--- src/hw/rtl/ulsr_pkg.sv ---
// ----------------------------------------------------------------------------
// ulsr_pkg
// types and constants shared by the under-frequency load-shed relay
// ----------------------------------------------------------------------------
package ulsr_pkg;

	localparam int FREQ_W  = 22;
	localparam int RATE_W  = 25;
	localparam int LOADS_W = 5;
	localparam int DP_W    = 68;          // shared add/sub width
	localparam int QUO_W   = 59;          // rate quotient width

	// sample clock 16000 times 256
	localparam logic [FREQ_W-1:0] FDIV_NUM     = 22'd4096000;
	localparam logic [QUO_W-1:0]  RATE_POS_CAP = 59'd25600;
	localparam logic [QUO_W-1:0]  RATE_NEG_CAP = 59'd16777216;

	typedef enum logic [1:0] {
		CMD_SAMPLE = 2'd0,
		CMD_TICK   = 2'd1,
		CMD_SWITCH = 2'd2,
		CMD_NONE   = 2'd3
	} cmd_t;

	typedef enum logic [1:0] {
		ACT_NONE      = 2'd0,
		ACT_SHED      = 2'd1,
		ACT_RECONNECT = 2'd2
	} act_t;

	typedef enum logic [1:0] {
		CFG_LOW_FREQ = 2'd0,
		CFG_ROC      = 2'd1,
		CFG_INTERVAL = 2'd2,
		CFG_UNUSED   = 2'd3
	} cfg_idx_t;

	typedef enum logic [3:0] {
		AR_IDLE, AR_FDIV, AR_SUM, AR_DIFA, AR_DIFB,
		AR_MUL1, AR_MUL2, AR_RDIV, AR_DONE
	} arith_state_t;

	typedef enum logic [1:0] {
		TS_IDLE, TS_RUN, TS_FIN
	} top_state_t;

	typedef struct packed {
		logic        start;
		logic [15:0] count;
	} arith_req_t;

	typedef struct packed {
		logic              done;
		logic [FREQ_W-1:0] freq;
		logic [QUO_W-1:0]  mag;
		logic              neg;
	} arith_rsp_t;

endpackage

--- src/hw/rtl/ulsr_if.sv ---
// ----------------------------------------------------------------------------
// ulsr channel interfaces
// input, result and configuration channels with valid/ready
// ----------------------------------------------------------------------------
interface ulsr_in_if;
	logic        valid;
	logic        ready;
	logic [1:0]  command;
	logic [15:0] period_count;
	logic [4:0]  switch_mask;
	modport source (output valid, command, period_count, switch_mask, input ready);
	modport sink   (input valid, command, period_count, switch_mask, output ready);
endinterface

interface ulsr_out_if;
	logic               valid;
	logic               ready;
	logic [21:0]        frequency;
	logic signed [24:0] rate_of_change;
	logic               is_stable;
	logic [4:0]         connected_mask;
	logic [4:0]         shed_mask;
	logic [1:0]         action;
	modport source (output valid, frequency, rate_of_change, is_stable,
		connected_mask, shed_mask, action, input ready);
	modport sink   (input valid, frequency, rate_of_change, is_stable,
		connected_mask, shed_mask, action, output ready);
endinterface

interface ulsr_cfg_if;
	logic        valid;
	logic        ready;
	logic [1:0]  index;
	logic [15:0] data;
	modport source (output valid, index, data, input ready);
	modport sink   (input valid, index, data, output ready);
endinterface

--- src/hw/rtl/ulsr_addsub.sv ---
// ----------------------------------------------------------------------------
// ulsr_addsub
// shared adder/subtractor, top bit flags a borrow on subtract
// ----------------------------------------------------------------------------
module ulsr_addsub
	import ulsr_pkg::*;
(
	input  logic [DP_W-1:0] a,
	input  logic [DP_W-1:0] b,
	input  logic            sub,
	output logic [DP_W:0]   res
);

	assign res = {1'b0, a} + ({1'b0, b} ^ {(DP_W+1){sub}}) + {{DP_W{1'b0}}, sub};

endmodule

--- src/hw/rtl/ulsr_arith.sv ---
// ----------------------------------------------------------------------------
// ulsr_arith
// sequencer for frequency and rate of change on one shared add/sub
// ----------------------------------------------------------------------------
module ulsr_arith
	import ulsr_pkg::*;
(
	input  logic              clk,
	input  logic              arst_n,
	input  arith_req_t        req,
	input  logic [FREQ_W-1:0] prev_freq,
	output arith_rsp_t        rsp
);

	arith_state_t state_q, state_d;

	logic [FREQ_W-1:0] f_q;
	logic [FREQ_W:0]   s_q;
	logic [FREQ_W-1:0] d_q;
	logic              neg_q;
	logic [FREQ_W:0]   rem_q;
	logic [FREQ_W:0]   div_q;
	logic [DP_W-1:0]   quo_q;
	logic [DP_W-1:0]   acc_q;
	logic [DP_W-1:0]   opd_q;
	logic [6:0]        cnt_q;

	logic [DP_W-1:0] op_a, op_b;
	logic            op_sub;
	logic [DP_W:0]   res;

	logic [23:0]     rsh;
	logic            dneg;
	logic [DP_W-1:0] quo_div;
	logic [DP_W-1:0] acc_mul;

	ulsr_addsub u_addsub (.a(op_a), .b(op_b), .sub(op_sub), .res(res));

	assign rsh     = {rem_q, quo_q[DP_W-1]};
	assign dneg    = res[DP_W];
	assign quo_div = {quo_q[DP_W-2:0], ~dneg};
	assign acc_mul = quo_q[0] ? res[DP_W-1:0] : acc_q;

	// next state
	always_comb begin
		state_d = state_q;
		unique case (state_q)
			AR_IDLE: if (req.start) state_d = AR_FDIV;
			AR_FDIV: if (cnt_q == 7'd0) state_d = AR_SUM;
			AR_SUM:  state_d = AR_DIFA;
			AR_DIFA: state_d = dneg ? AR_DIFB : AR_MUL1;
			AR_DIFB: state_d = AR_MUL1;
			AR_MUL1: if (cnt_q == 7'd0) state_d = AR_MUL2;
			AR_MUL2: if (cnt_q == 7'd0) state_d = AR_RDIV;
			AR_RDIV: if (cnt_q == 7'd0) state_d = AR_DONE;
			AR_DONE: state_d = AR_IDLE;
			default: state_d = AR_IDLE;
		endcase
	end

	// shared unit operands
	always_comb begin
		op_a   = '0;
		op_b   = '0;
		op_sub = 1'b0;
		unique case (state_q)
			AR_FDIV, AR_RDIV: begin
				op_a   = {{(DP_W-24){1'b0}}, rsh};
				op_b   = {{(DP_W-FREQ_W-1){1'b0}}, div_q};
				op_sub = 1'b1;
			end
			AR_SUM: begin
				op_a = {{(DP_W-FREQ_W){1'b0}}, f_q};
				op_b = {{(DP_W-FREQ_W){1'b0}}, prev_freq};
			end
			AR_DIFA: begin
				op_a   = {{(DP_W-FREQ_W){1'b0}}, f_q};
				op_b   = {{(DP_W-FREQ_W){1'b0}}, prev_freq};
				op_sub = 1'b1;
			end
			AR_DIFB: begin
				op_a   = {{(DP_W-FREQ_W){1'b0}}, prev_freq};
				op_b   = {{(DP_W-FREQ_W){1'b0}}, f_q};
				op_sub = 1'b1;
			end
			AR_MUL1, AR_MUL2: begin
				op_a = acc_q;
				op_b = opd_q;
			end
			default: ;
		endcase
	end

	always_ff @(posedge clk or negedge arst_n) begin
		if (!arst_n) begin
			state_q <= AR_IDLE;
			cnt_q   <= '0;
		end else begin
			state_q <= state_d;
			unique case (state_q)
				AR_IDLE: if (req.start) cnt_q <= 7'd21;
				AR_DIFA: if (!dneg) cnt_q <= 7'd21;
				AR_DIFB: cnt_q <= 7'd21;
				AR_MUL1: cnt_q <= (cnt_q == 7'd0) ? 7'd21 : cnt_q - 7'd1;
				AR_MUL2: cnt_q <= (cnt_q == 7'd0) ? 7'(QUO_W-1) : cnt_q - 7'd1;
				AR_FDIV, AR_RDIV: if (cnt_q != 7'd0) cnt_q <= cnt_q - 7'd1;
				default: ;
			endcase
		end
	end

	// datapath registers
	always_ff @(posedge clk) begin
		unique case (state_q)
			AR_IDLE: if (req.start) begin
				quo_q <= {FDIV_NUM, {(DP_W-FREQ_W){1'b0}}};
				rem_q <= '0;
				div_q <= (req.count == 16'd0) ? 23'd1 : {7'd0, req.count};
			end
			AR_FDIV: begin
				rem_q <= dneg ? rsh[FREQ_W:0] : res[FREQ_W:0];
				quo_q <= quo_div;
				if (cnt_q == 7'd0) f_q <= quo_div[FREQ_W-1:0];
			end
			AR_SUM: s_q <= res[FREQ_W:0];
			AR_DIFA: begin
				neg_q <= dneg;
				d_q   <= res[FREQ_W-1:0];
				acc_q <= '0;
				opd_q <= {{(DP_W-FREQ_W){1'b0}}, f_q};
				quo_q <= {{(DP_W-FREQ_W){1'b0}}, prev_freq};
			end
			AR_DIFB: begin
				d_q <= res[FREQ_W-1:0];
			end
			AR_MUL1: begin
				if (cnt_q == 7'd0) begin
					opd_q <= acc_mul;
					acc_q <= '0;
					quo_q <= {{(DP_W-FREQ_W){1'b0}}, d_q};
				end else begin
					acc_q <= acc_mul;
					opd_q <= {opd_q[DP_W-2:0], 1'b0};
					quo_q <= {1'b0, quo_q[DP_W-1:1]};
				end
			end
			AR_MUL2: begin
				if (cnt_q == 7'd0) begin
					// 2*d*f*p / 256 taken as product >> 7
					quo_q <= {acc_mul[QUO_W+6:7], {(DP_W-QUO_W){1'b0}}};
					rem_q <= '0;
					div_q <= s_q;
				end else begin
					acc_q <= acc_mul;
					opd_q <= {opd_q[DP_W-2:0], 1'b0};
					quo_q <= {1'b0, quo_q[DP_W-1:1]};
				end
			end
			AR_RDIV: begin
				rem_q <= dneg ? rsh[FREQ_W:0] : res[FREQ_W:0];
				quo_q <= quo_div;
			end
			default: ;
		endcase
	end

	assign rsp.done = (state_q == AR_DONE);
	assign rsp.freq = f_q;
	assign rsp.mag  = quo_q[QUO_W-1:0];
	assign rsp.neg  = neg_q;

endmodule

--- src/hw/rtl/underfreq_load_shed_relay.sv ---
// ----------------------------------------------------------------------------
// underfreq_load_shed_relay
// under-frequency load-shedding relay with serial frequency/rate arithmetic
// ----------------------------------------------------------------------------
// usage
//   sample_in beats carry a command: analyser sample (period count), timer
//   tick, or switch update. every beat yields exactly one result_out beat
//   with the last frequency, rate, stability, load masks and the action.
//   cfg beats write low_freq_limit (0), roc_limit (1), shed_interval (2);
//   cfg is always ready; the user must write it only while the relay is idle, the block itself does not enforce this.
// arithmetic
//   a sample runs one restoring division for the frequency (22 steps),
//   sum and difference, two 22-step shift-add multiplies and a 59-step
//   division for the rate, all on one shared 68-bit add/sub unit. ticks
//   and switch updates skip the arithmetic.
//   sample_in is ready only while no beat is being worked on.
// reset
//   arst_n clears all relay state: limits return to 50.0 hz, 30 hz/s and
//   500 ticks, the relay reads stable with no loads connected or shed.
// stalls
//   one result register sits on result_out; a new beat is taken while a
//   result waits, and its result is held until the register frees up.
// ----------------------------------------------------------------------------
module underfreq_load_shed_relay
	import ulsr_pkg::*;
#(
	parameter int NUM_LOADS = 5
) (
	input  logic        clk,
	input  logic        arst_n,
	ulsr_in_if.sink     sample_in,
	ulsr_out_if.source  result_out,
	ulsr_cfg_if.sink    cfg
);

	// only the lowest five loads exist on the ports
	localparam int EFF_LOADS = (NUM_LOADS < LOADS_W) ? NUM_LOADS : LOADS_W;
	localparam logic [LOADS_W-1:0] LOAD_MASK = LOADS_W'((1 << EFF_LOADS) - 1);

	top_state_t state_q, state_d;

	// configuration
	logic [9:0]  low_freq_q;
	logic [7:0]  roc_limit_q;
	logic [15:0] interval_q;

	// relay state
	logic [FREQ_W-1:0]  prev_freq_q;
	logic [RATE_W-1:0]  rate_q;
	logic               stable_q;
	logic [15:0]        icount_q;
	logic               expired_q;
	logic [LOADS_W-1:0] conn_q;
	logic [LOADS_W-1:0] shed_q;
	logic [LOADS_W-1:0] sw_q;
	logic               seen_q;

	// latched beat
	cmd_t               cmd_q;
	logic [LOADS_W-1:0] mask_q;

	// result register
	logic               ov_q;
	logic [FREQ_W-1:0]  o_freq_q;
	logic [RATE_W-1:0]  o_rate_q;
	logic               o_stable_q;
	logic [LOADS_W-1:0] o_conn_q;
	logic [LOADS_W-1:0] o_shed_q;
	act_t               o_act_q;

	arith_req_t req;
	arith_rsp_t rsp;

	logic in_fire, can_load, fin_load;

	ulsr_arith u_arith (
		.clk(clk), .arst_n(arst_n), .req(req), .prev_freq(prev_freq_q), .rsp(rsp)
	);

	assign in_fire  = sample_in.valid && sample_in.ready;
	assign can_load = !ov_q || result_out.ready;
	assign fin_load = (state_q == TS_FIN) && can_load;

	// next state
	always_comb begin
		state_d = state_q;
		unique case (state_q)
			TS_IDLE: if (in_fire)
				state_d = (cmd_t'(sample_in.command) == CMD_SAMPLE) ? TS_RUN : TS_FIN;
			TS_RUN:  if (rsp.done) state_d = TS_FIN;
			TS_FIN:  if (can_load) state_d = TS_IDLE;
			default: state_d = TS_IDLE;
		endcase
	end

	// handshake outputs
	always_comb begin
		sample_in.ready = (state_q == TS_IDLE);
		req.start       = in_fire && (cmd_t'(sample_in.command) == CMD_SAMPLE);
		req.count       = sample_in.period_count;
	end

	// rate capping and thresholds
	logic [QUO_W-1:0]  neg_cap;
	logic [RATE_W-1:0] mag;
	logic [RATE_W-1:0] rate_new;
	logic              stable_new;
	logic [25:0]       f_x10;

	always_comb begin
		neg_cap = (rsp.mag > RATE_NEG_CAP) ? RATE_NEG_CAP : rsp.mag;
		if (rsp.neg) begin
			mag      = neg_cap[RATE_W-1:0];
			rate_new = ~neg_cap[RATE_W-1:0] + RATE_W'(1);
		end else begin
			mag      = (rsp.mag > RATE_POS_CAP) ? RATE_POS_CAP[RATE_W-1:0]
				: rsp.mag[RATE_W-1:0];
			rate_new = mag;
		end
		f_x10      = {1'b0, rsp.freq, 3'b0} + {3'b0, rsp.freq, 1'b0};
		stable_new = !((mag > {10'd0, roc_limit_q, 7'd0})
			|| (f_x10 < {8'd0, low_freq_q, 8'd0}));
	end

	// next relay state for the latched command
	logic [RATE_W-1:0]  n_rate;
	logic [FREQ_W-1:0]  n_prev;
	logic               n_stable, n_expired, n_seen;
	logic [15:0]        n_icount;
	logic [LOADS_W-1:0] n_conn, n_shed, n_sw, pick, cand;
	act_t               n_act;

	always_comb begin
		n_rate    = rate_q;
		n_prev    = prev_freq_q;
		n_stable  = stable_q;
		n_expired = expired_q;
		n_icount  = icount_q;
		n_conn    = conn_q;
		n_shed    = shed_q;
		n_sw      = sw_q;
		n_seen    = seen_q;
		n_act     = ACT_NONE;
		pick      = '0;
		cand      = '0;
		case (cmd_q)
			CMD_SAMPLE: begin
				n_rate   = rate_new;
				n_prev   = rsp.freq;
				n_stable = stable_new;
				// stability change restarts the interval
				if (stable_new != stable_q) begin
					n_icount  = '0;
					n_expired = 1'b0;
				end
				if (n_expired || shed_q == '0) begin
					n_expired = 1'b0;
					n_icount  = '0;
					if (!stable_new) begin
						// lowest connected load goes
						pick = conn_q & (~conn_q + LOADS_W'(1));
						if (pick != '0) begin
							n_conn = conn_q & ~pick;
							n_shed = shed_q | pick;
							n_act  = ACT_SHED;
						end
					end else begin
						// highest switched-on idle load comes back
						cand = sw_q & ~conn_q;
						for (int i = 0; i < LOADS_W; i++) begin
							if (cand[i]) pick = LOADS_W'(1 << i);
						end
						if (pick != '0) begin
							n_conn = conn_q | pick;
							n_shed = shed_q & ~pick;
							n_act  = ACT_RECONNECT;
						end
					end
				end
			end
			CMD_TICK: begin
				if (!expired_q) begin
					if (icount_q != 16'hFFFF) n_icount = icount_q + 16'd1;
					if (n_icount >= interval_q) n_expired = 1'b1;
				end
			end
			CMD_SWITCH: begin
				if (!seen_q) begin
					n_conn = mask_q;
					n_shed = '0;
					n_seen = 1'b1;
				end else begin
					n_conn = conn_q & mask_q;
					n_shed = shed_q & mask_q;
				end
				n_sw = mask_q;
			end
			default: ;
		endcase
	end

	always_ff @(posedge clk or negedge arst_n) begin
		if (!arst_n) begin
			state_q     <= TS_IDLE;
			low_freq_q  <= 10'd500;
			roc_limit_q <= 8'd60;
			interval_q  <= 16'd500;
			prev_freq_q <= '0;
			rate_q      <= '0;
			stable_q    <= 1'b1;
			icount_q    <= '0;
			expired_q   <= 1'b0;
			conn_q      <= '0;
			shed_q      <= '0;
			sw_q        <= '0;
			seen_q      <= 1'b0;
			ov_q        <= 1'b0;
		end else begin
			state_q <= state_d;
			if (cfg.valid) begin
				unique case (cfg_idx_t'(cfg.index))
					CFG_LOW_FREQ: low_freq_q  <= cfg.data[9:0];
					CFG_ROC:      roc_limit_q <= cfg.data[7:0];
					CFG_INTERVAL: interval_q  <= cfg.data;
					default: ;
				endcase
			end
			if (fin_load) begin
				prev_freq_q <= n_prev;
				rate_q      <= n_rate;
				stable_q    <= n_stable;
				icount_q    <= n_icount;
				expired_q   <= n_expired;
				conn_q      <= n_conn;
				shed_q      <= n_shed;
				sw_q        <= n_sw;
				seen_q      <= n_seen;
				ov_q        <= 1'b1;
			end else if (result_out.ready) begin
				ov_q <= 1'b0;
			end
		end
	end

	// latched beat and result payload
	always_ff @(posedge clk) begin
		if (in_fire) begin
			cmd_q  <= cmd_t'(sample_in.command);
			mask_q <= sample_in.switch_mask & LOAD_MASK;
		end
		if (fin_load) begin
			o_freq_q   <= n_prev;
			o_rate_q   <= n_rate;
			o_stable_q <= n_stable;
			o_conn_q   <= n_conn;
			o_shed_q   <= n_shed;
			o_act_q    <= n_act;
		end
	end

	assign cfg.ready                 = 1'b1;
	assign result_out.valid          = ov_q;
	assign result_out.frequency      = o_freq_q;
	assign result_out.rate_of_change = o_rate_q;
	assign result_out.is_stable      = o_stable_q;
	assign result_out.connected_mask = o_conn_q;
	assign result_out.shed_mask      = o_shed_q;
	assign result_out.action         = o_act_q;

endmodule
--- src/flat_wrapper.sv ---
// flat-port wrapper written by rule: the top's interface ports become plain ports
module underfreq_load_shed_relay_flat import ulsr_pkg::*;
#(
	parameter int NUM_LOADS = 5
)
  (clk, arst_n, sample_in_valid, sample_in_command, sample_in_period_count, sample_in_switch_mask, sample_in_ready, result_out_valid, result_out_frequency, result_out_rate_of_change, result_out_is_stable, result_out_connected_mask, result_out_shed_mask, result_out_action, result_out_ready, cfg_valid, cfg_index, cfg_data, cfg_ready);
  ulsr_in_if sample_in_i ();
  ulsr_out_if result_out_i ();
  ulsr_cfg_if cfg_i ();
  input  logic clk;
  input  logic arst_n;
  input wire logic [$bits(sample_in_i.valid)-1:0] sample_in_valid;
  input wire logic [$bits(sample_in_i.command)-1:0] sample_in_command;
  input wire logic [$bits(sample_in_i.period_count)-1:0] sample_in_period_count;
  input wire logic [$bits(sample_in_i.switch_mask)-1:0] sample_in_switch_mask;
  output wire logic [$bits(sample_in_i.ready)-1:0] sample_in_ready;
  output wire logic [$bits(result_out_i.valid)-1:0] result_out_valid;
  output wire logic [$bits(result_out_i.frequency)-1:0] result_out_frequency;
  output wire logic [$bits(result_out_i.rate_of_change)-1:0] result_out_rate_of_change;
  output wire logic [$bits(result_out_i.is_stable)-1:0] result_out_is_stable;
  output wire logic [$bits(result_out_i.connected_mask)-1:0] result_out_connected_mask;
  output wire logic [$bits(result_out_i.shed_mask)-1:0] result_out_shed_mask;
  output wire logic [$bits(result_out_i.action)-1:0] result_out_action;
  input wire logic [$bits(result_out_i.ready)-1:0] result_out_ready;
  input wire logic [$bits(cfg_i.valid)-1:0] cfg_valid;
  input wire logic [$bits(cfg_i.index)-1:0] cfg_index;
  input wire logic [$bits(cfg_i.data)-1:0] cfg_data;
  output wire logic [$bits(cfg_i.ready)-1:0] cfg_ready;
  assign sample_in_i.valid = sample_in_valid;
  assign sample_in_i.command = sample_in_command;
  assign sample_in_i.period_count = sample_in_period_count;
  assign sample_in_i.switch_mask = sample_in_switch_mask;
  assign sample_in_ready = sample_in_i.ready;
  assign result_out_valid = result_out_i.valid;
  assign result_out_frequency = result_out_i.frequency;
  assign result_out_rate_of_change = result_out_i.rate_of_change;
  assign result_out_is_stable = result_out_i.is_stable;
  assign result_out_connected_mask = result_out_i.connected_mask;
  assign result_out_shed_mask = result_out_i.shed_mask;
  assign result_out_action = result_out_i.action;
  assign result_out_i.ready = result_out_ready;
  assign cfg_i.valid = cfg_valid;
  assign cfg_i.index = cfg_index;
  assign cfg_i.data = cfg_data;
  assign cfg_ready = cfg_i.ready;
  underfreq_load_shed_relay #(.NUM_LOADS(NUM_LOADS)) u_core (.clk(clk), .arst_n(arst_n), .sample_in(sample_in_i), .result_out(result_out_i), .cfg(cfg_i));
endmodule
--- config.mk ---
export PLATFORM = sky130hd
export DESIGN_NAME = underfreq_load_shed_relay_flat
export DESIGN_NICKNAME = d
export VERILOG_FILES = /design/src/hw/rtl/ulsr_pkg.sv /design/src/hw/rtl/ulsr_if.sv /design/src/hw/rtl/ulsr_addsub.sv /design/src/hw/rtl/ulsr_arith.sv /design/src/hw/rtl/underfreq_load_shed_relay.sv /design/src/flat_wrapper.sv
export SDC_FILE = /design/constraint.sdc
export NUM_CORES = 1
export LEC_CHECK = 0
export ABC_AREA = 1
export BUFFER_PORTS_ARGS = -buffer_cell sky130_fd_sc_hd__buf_2
export CORE_UTILIZATION = 64
export CTS_CLUSTER_DIAMETER = 40
export DETAILED_ROUTE_END_ITERATION = 6
export PLACE_DENSITY = 0.83
export SLEW_MARGIN = 20
export SYNTH_ARGS = -nofsm -noshare
export SYNTH_HDL_FRONTEND = slang
export SYNTH_SLANG_ARGS = --single-unit
--- constraint.sdc ---
create_clock -name clk -period 5.4 [get_ports clk]
set_input_delay 0 -clock clk [delete_from_list [all_inputs] [get_ports clk]]
set_output_delay 0 -clock clk [all_outputs]
set_load 0.1 [all_outputs]
; ---- Word-level counts from Yosys, hierarchy flattened
; Index checks and enable logic that the tools add are counted.
[word_totals]
register_bits = 514
latch_bits = 0
mem_bits_rw = 0
romBits = 0
in_bits = 46
output_inout_bits = 63
elab_cells = 219
memories = 0
[op_classes]
n_addsub = 7
mul = 0
div_mod_pow = 0
magnitude_cmp = 5
n_eq_ne = 29
shift = 0
n_mux = 85
bitwise_logic = 14
reduce_logical = 46
[op_table]
columns = op, n
row1 = $pmux W68 S4, 2
row2 = $mux W68, 7
row3 = $pmux W68 S3, 2
row4 = $pmux W68 S5, 1
row5 = $mux W25, 5
row6 = $mux W23, 5
row7 = $mux W16, 7
row8 = $mux W5, 14
row9 = $add A68 B69 Y69, 1
row10 = $add A69 B1 Y69, 1
row11 = $pmux W23 S3, 1
row12 = $xor A68 B69 Y69, 1
row13 = $mux W67, 1
row14 = $gt A59 B15 Y1 const B, 1
row15 = $gt A59 B25 Y1 const B, 1
row16 = $pmux W23 S2, 1
row17 = $pmux W7 S6, 1
row18 = $mux W7, 5
row19 = $pmux W16 S2, 1
row20 = $pmux W4 S8, 1
row21 = $and A5 B5 Y5, 6
row22 = $add A25 B23 Y26, 1
row23 = $lt A26 B18 Y1, 1
row24 = $add A25 B1 Y25 const B, 1
row25 = 47 further kinds, 118

; ---- Depth between registers and ports, before layout
[logic_depth]
depth_word = 18
mapped_depth = 33

; ---- Hierarchy
; A second synthesis with hierarchy kept.
[unflattened]
cells_unflattened = 4856
hier_area_um2 = 35904.4
[by_module_without_submodules]
columns = module, instances, cells_per_inst, area_each_um2
row1 = ulsr_arith, 1, 1889, 17187.7
row2 = underfreq_load_shed_relay, 1, 1646, 12027.8
row3 = ulsr_addsub, 1, 1321, 6688.9

; ---- Least setup slack after synthesis
; OpenSTA, ideal clock, no wires.
[synth_path]
kind = register to register
start = reg u_core.u_arith.state_q[1]
end = reg u_core.u_arith.acc_q[0] (enable)
arrival_time_ns = 3.919
t_required_ns = 4.911
path_slack_ns = 0.992
path_stages_with_launch = 7
path_buffers = 1
path_cell_list = dfrtp_1 nand2_1 nand2_1 nor2_4 clkbuf_1 o21ai_0 inv_1
[synth_between]
elab_chain_len = 3
[synth_lines]
columns = element, line
row1 = from (decl), ulsr_arith.sv:15  ; arith_state_t state_q, state_d;
row2 = from (signal assigned), ulsr_arith.sv:99  ; state_q <= state_d;
row3 = $eq A4 B3 Y1 or $eq A4 B2 Y1 (tied branches), ulsr_arith.sv:114  ; unique case (state_q)
row4 = $ne A2 B2 Y1 (no source line) or $reduce_bool A3 Y1 (tied branches), -
row5 = $reduce_and A2 Y1 (no source line) *, -
row6 = to (signal assigned), ulsr_arith.sv:142  ; acc_q <= acc_mul;
row7 = to (signal assigned), ulsr_arith.sv:154  ; acc_q <= acc_mul;
row8 = to (decl), ulsr_arith.sv:24  ; logic [DP_W-1:0] acc_q;
; Every way passes the cells marked *; elsewhere a longest branch is shown, timed or not.
; A chain may end at the register's enable or synchronous reset.

; ---- Worst setup path in the final report
[layout_path]
start = reg u_core.u_arith.state_q[2]
end = reg u_core.u_arith.opd_q[40] (data pin)
[layout_between]
elab_chain_len = 9
[layout_lines]
columns = element, line
row1 = "$eq A4 B3 Y1, or another cell as far along", "ulsr_arith.sv:66, ulsr_arith.sv:114"
row2 = "$reduce_or A2 Y1, or another cell as far along", ulsr_arith.sv:66  ; unique case (state_q)
row3 = $pmux W68 S4 or $mux W1 (tied branches), ulsr_arith.sv:66
row4 = $xor A68 B69 Y69, ulsr_addsub.sv:14  ; assign res = {1'b0, a} + ({1'b0, b} ^ {(DP_W+1){sub}}) + {{DP_W{1'b0}}, sub};
row5 = $add A68 B69 Y69, ulsr_addsub.sv:14
row6 = $add A69 B1 Y69, ulsr_addsub.sv:14
row7 = $mux W68, ulsr_arith.sv:42  ; assign acc_mul = quo_q[0] ? res[DP_W-1:0] : acc_q;
row8 = $mux W68, ulsr_arith.sv:137  ; if (cnt_q == 7'd0) begin
row9 = $pmux W68 S3 *, ulsr_arith.sv:114
row10 = to (signal assigned), ulsr_arith.sv:130  ; opd_q <= {{(DP_W-FREQ_W){1'b0}}, f_q};
row11 = to (signal assigned), ulsr_arith.sv:138  ; opd_q <= acc_mul;
row12 = to (signal assigned), ulsr_arith.sv:143  ; opd_q <= {opd_q[DP_W-2:0], 1'b0};
row13 = to (decl), ulsr_arith.sv:25  ; logic [DP_W-1:0] opd_q;
; Marked as above.

==> flow_metrics.py <==
metrics = {
    "timing": {
        "rsz0062_at_grt": "false",
        "hold_viol_final": 0,
        "setup_tns_ns": 0,
        "fmax_ghz": 0.203,
        "drv_slew": 0,
        "holdWs_ns": 0.0726,
        "setup_viol": 0,
        "clock_skew_ns": 0.0336,
        "relSlewSlack": 0.234,
        "tightestPinTransition_ns": 1.14,
        "fin_crit_sh": 0.912,
        "period_needed_ns": 4.93,
    },
    "critical_path": {
        "worstPathRequired_ns": 5.72,
        "path_max_fanout": 38,
        "cp-start-kind": "flip-flop",
        "cp_top_family": "simple AND/OR/NAND/NOR gates",
        "slowest_delay_ns": 0.44,
        "worstSetupPathType": "reg2reg",
        "crit_path_end_kind": "flip-flop",
        "critPathSlowestCell": "dfrtp_1",
        "path_common_cell": "nand2_1",
        "worstPathArrival_ns": 5.25,
        "path_buf_inv": 5,
    },
    "grt": {
        "grt_pass1_wl_um": 167000,
        "grt_pass1_vias": 30400,
        "grt_max_degree": 68,
        "grt-ovfl-total": 0,
        "antenna_found_initial": 3,
        "track_usage": 0.405,
    },
    "placed_design": {
        "io_buffers": 107,
        "post-dp-hpwl_um": 75900,
        "placedCellCount": 4992,
        "routabilityCongestion": 1.09,
    },
    "routing": {
        "dr_total_vias": 31900,
        "wl_met1_um": 41100,
        "highest_layer": "met4",
        "wl_met3_um": 12100,
        "drt_iter0_markers": 3975,
        "antenna_left": 0,
        "post_drt_wl_per_cell_um": 20.8,
        "drt-vias-per-instance": 6.17,
        "route.met2.wl_um": 48900,
        "wirelength_um": 108000,
        "drc_errors": 0,
        "first_pass_iters": 7,
    },
    "logic_synthesis": {
        "yosysTopAreaCell": "edfxtp_1",
        "synth_flop_cell": "edfxtp_1",
        "ys_async_sr_fraction": 0.251,
        "syn_nets": 4472,
        "syn_area_um2": 33200,
        "syn_avg_cell_area_um2": 7.72,
        "synthCells": 4303,
        "synth-seq-area-share": 0.446,
        "yosysWarnings": 0,
        "synth-simple-area-share": 0.235,
        "yosysTopAreaCellShare": 0.348,
        "synth_fa_ha_area_frac": 0.0466,
        "yosys_register_bits": 514,
        "synthMuxAreaShare": 0.00513,
        "ys_top_cells_by_area": "edfxtp_1 (35%), nand2_1 (13%), dfrtp_1 (8.4%)",
        "yosysUniqueCellTypes": 62,
        "synth_edf_count": 385,
        "synth_top_family_by_area": "simple AND/OR/NAND/NOR gates",
        "synth_compound_area_frac": 0.160,
        "yosys.area_share.xor_xnor": 0.0271,
    },
    "die": {
        "ios": 109,
        "chipWidth_um": 230,
        "start_util": 0.647,
        "core-area_um2": 51300,
        "die_area_um2": 52800,
        "rows": 83,
        "die_h_um": 230,
    },
    "cts": {
        "cts_tree": "built",
        "cts_buffers": 76,
        "clk_latency_ns": 0.63,
        "clock-sinks": 514,
        "cts.clk_slew.worst_paths_ns": 0.06,
        "clockBufferDepth": 3,
        "cts-root-buf": "clkbuf_16",
        "htreeDepth": 3,
    },
    "worst_hold_path": {
        "min_path_type": "in2reg",
    },
    "cells_and_area": {
        "nFillCells": 3998,
        "final_net_count": 4604,
        "utilization": 0.737,
        "synthToLayoutAreaGrowth_pct": 13.9,
        "drive_above_1_share": 0.0863,
        "final_cells": 5180,
    },
    "power": {
        "p_leak_nw": 17.1,
        "power.density_nw_per_um2": 261,
        "ir_worst_vdd_v": 0.000309,
        "p_total_mw": 9.85,
    },
    "run": {
        "maxCapViolCount": 0,
    },
    "status": {
        "status": "finished, final reports clean",
    },
}
## final timing paths
check                                                       from                                 end  slack, ns  cells after the start
hold reg to reg                    u_core.rate_q[14]$_DFFE_PN0P_       u_core.rate_q[14]$_DFFE_PN0P_       0.48                      2
min in group asynchronous                                 arst_n   u_core.prev_freq_q[9]$_DFFE_PN0P_       0.46                      3
hold / removal                                      cfg_index[1]    u_core.low_freq_q[4]$_DFFE_PN1P_       0.07                      4
setup reg to reg           u_core.u_arith.state_q[2]$_DFFE_PN0P_  u_core.u_arith.opd_q[40]$_DFFE_PP_       0.47                     30
setup / recovery           u_core.u_arith.state_q[2]$_DFFE_PN0P_  u_core.u_arith.opd_q[40]$_DFFE_PP_       0.47                     30
max in group asynchronous                                 arst_n        u_core.conn_q[2]$_DFFE_PN0P_       3.66                      4
## flip-flops by register name, indices dropped and copies added, names as in the netlist, 22 cells and up
name,cells
u_core.u_arith.d_q,22
u_core.u_arith.div_q,23
u_core.u_arith.quo_q,68
u_core.u_arith.opd_q,68
u_core.u_arith.acc_q,68
u_core.rate_q,25
u_core.u_arith.rem_q,23
u_core.u_arith.s_q,23
u_core.prev_freq_q,22
u_core.result_out.frequency,22
u_core.result_out.rate_of_change,25
u_core.u_arith.f_q,22
## cell usage after synthesis, types with 21 or more instances
library cell / instances
o2111ai_1: 43
nor2_1: 487
ha_1: 122
inv_1: 517
nand2_1: 1119
buf_1: 26
nand3_1: 178
dfrtp_1: 112
nand4_1: 23
nor3_1: 42
a21oi_1: 257
a31oi_1: 21
o22ai_1: 33
o21ai_1: 25
clkbuf_1: 125
edfxtp_1: 385
o211ai_1: 53
a22oi_1: 22
xor2_1: 77
xnor2_1: 22
o21ai_0: 392
## logic make-up after synthesis
family	after synthesis
adders and majority gates	123
and+or+nand+nor	1924
muxes	17
buffers and inverters	694
AOI/OAI and AO/OA	929
xor gates and xnor gates	101
other	1
DFF	514
## routing by layer
metal  up-vias  global-route usage
met1     14800               0.525
li1      14800                   -
met4         0               0.207
met5         -                   0
met3       390              0.0840
met2      1973               0.645
## cell type report
type                            instances  area [µm²]  area share
Clock inverter                         52         673      0.0178
Sequential cell                       514       14800       0.392
Timing Repair Buffer                  221        1600      0.0422
Inverter                              527        1980      0.0525
Tap cell                              680         851      0.0225
Clock buffer                           88        2050      0.0543
Multi-Input combinational cell       3095       15800       0.419
Antenna cell                            3        7.51    0.000199
## stage by stage
step	cell area, µm²	worst slack, ns
floorplan	33200	0.992
global placement	34600	0.688
detailed placement	34600	0.612
global route	37800	0.0114
finish	37800	0.475
CTS	37800	0.596
## worst min-delay path, stage by stage
cell and delay, ns:
buf_2 0.10, nor2_1 0.05, nand2_1 0.40, o21ai_0 0.14
## cell usage in the layout, fill, tap and decap left out, types with 19 or more instances in the layout
cell type / netlist / routed
ha_1: 122 / 122
clkbuf_16: 0 / 80
a31oi_1: 21 / 21
o21ai_1: 25 / 25
o221ai_1: 19 / 19
o2111ai_1: 43 / 43
dfrtp_1: 112 / 112
xor2_1: 77 / 77
edfxtp_1: 385 / 385
nor3_1: 42 / 40
a21oi_1: 257 / 257
nand2_1: 1119 / 1118
nand4_1: 23 / 23
dlygate4sd3_1: 0 / 44
o21ai_0: 392 / 392
buf_4: 3 / 63
buf_2: 11 / 106
a22oi_1: 22 / 22
o211ai_1: 53 / 53
o22ai_1: 33 / 33
xnor2_1: 22 / 22
inv_1: 517 / 513
nand3_1: 178 / 178
nor2_1: 487 / 477
## report_power, final
| part | switching, mW | internal (mW) | total, mW |
|---|---|---|---|
| logic | 0.149 | 0.102 | 0.250 |
| clock network | 2.04 | 3.28 | 5.31 |
| registers | 0.0237 | 4.26 | 4.29 |
| total | 2.21 | 7.64 | 9.85 |
## timing repair
action / in CTS / in global routing
setup buffers: 0 / 0
hold buffers: 45 / 0
gates resized for setup: 0 / 2
endpoints found under the hold margin: 132 / 0
setup endpoints to repair: 0 / 2
(Power assumes the default switching activity.)
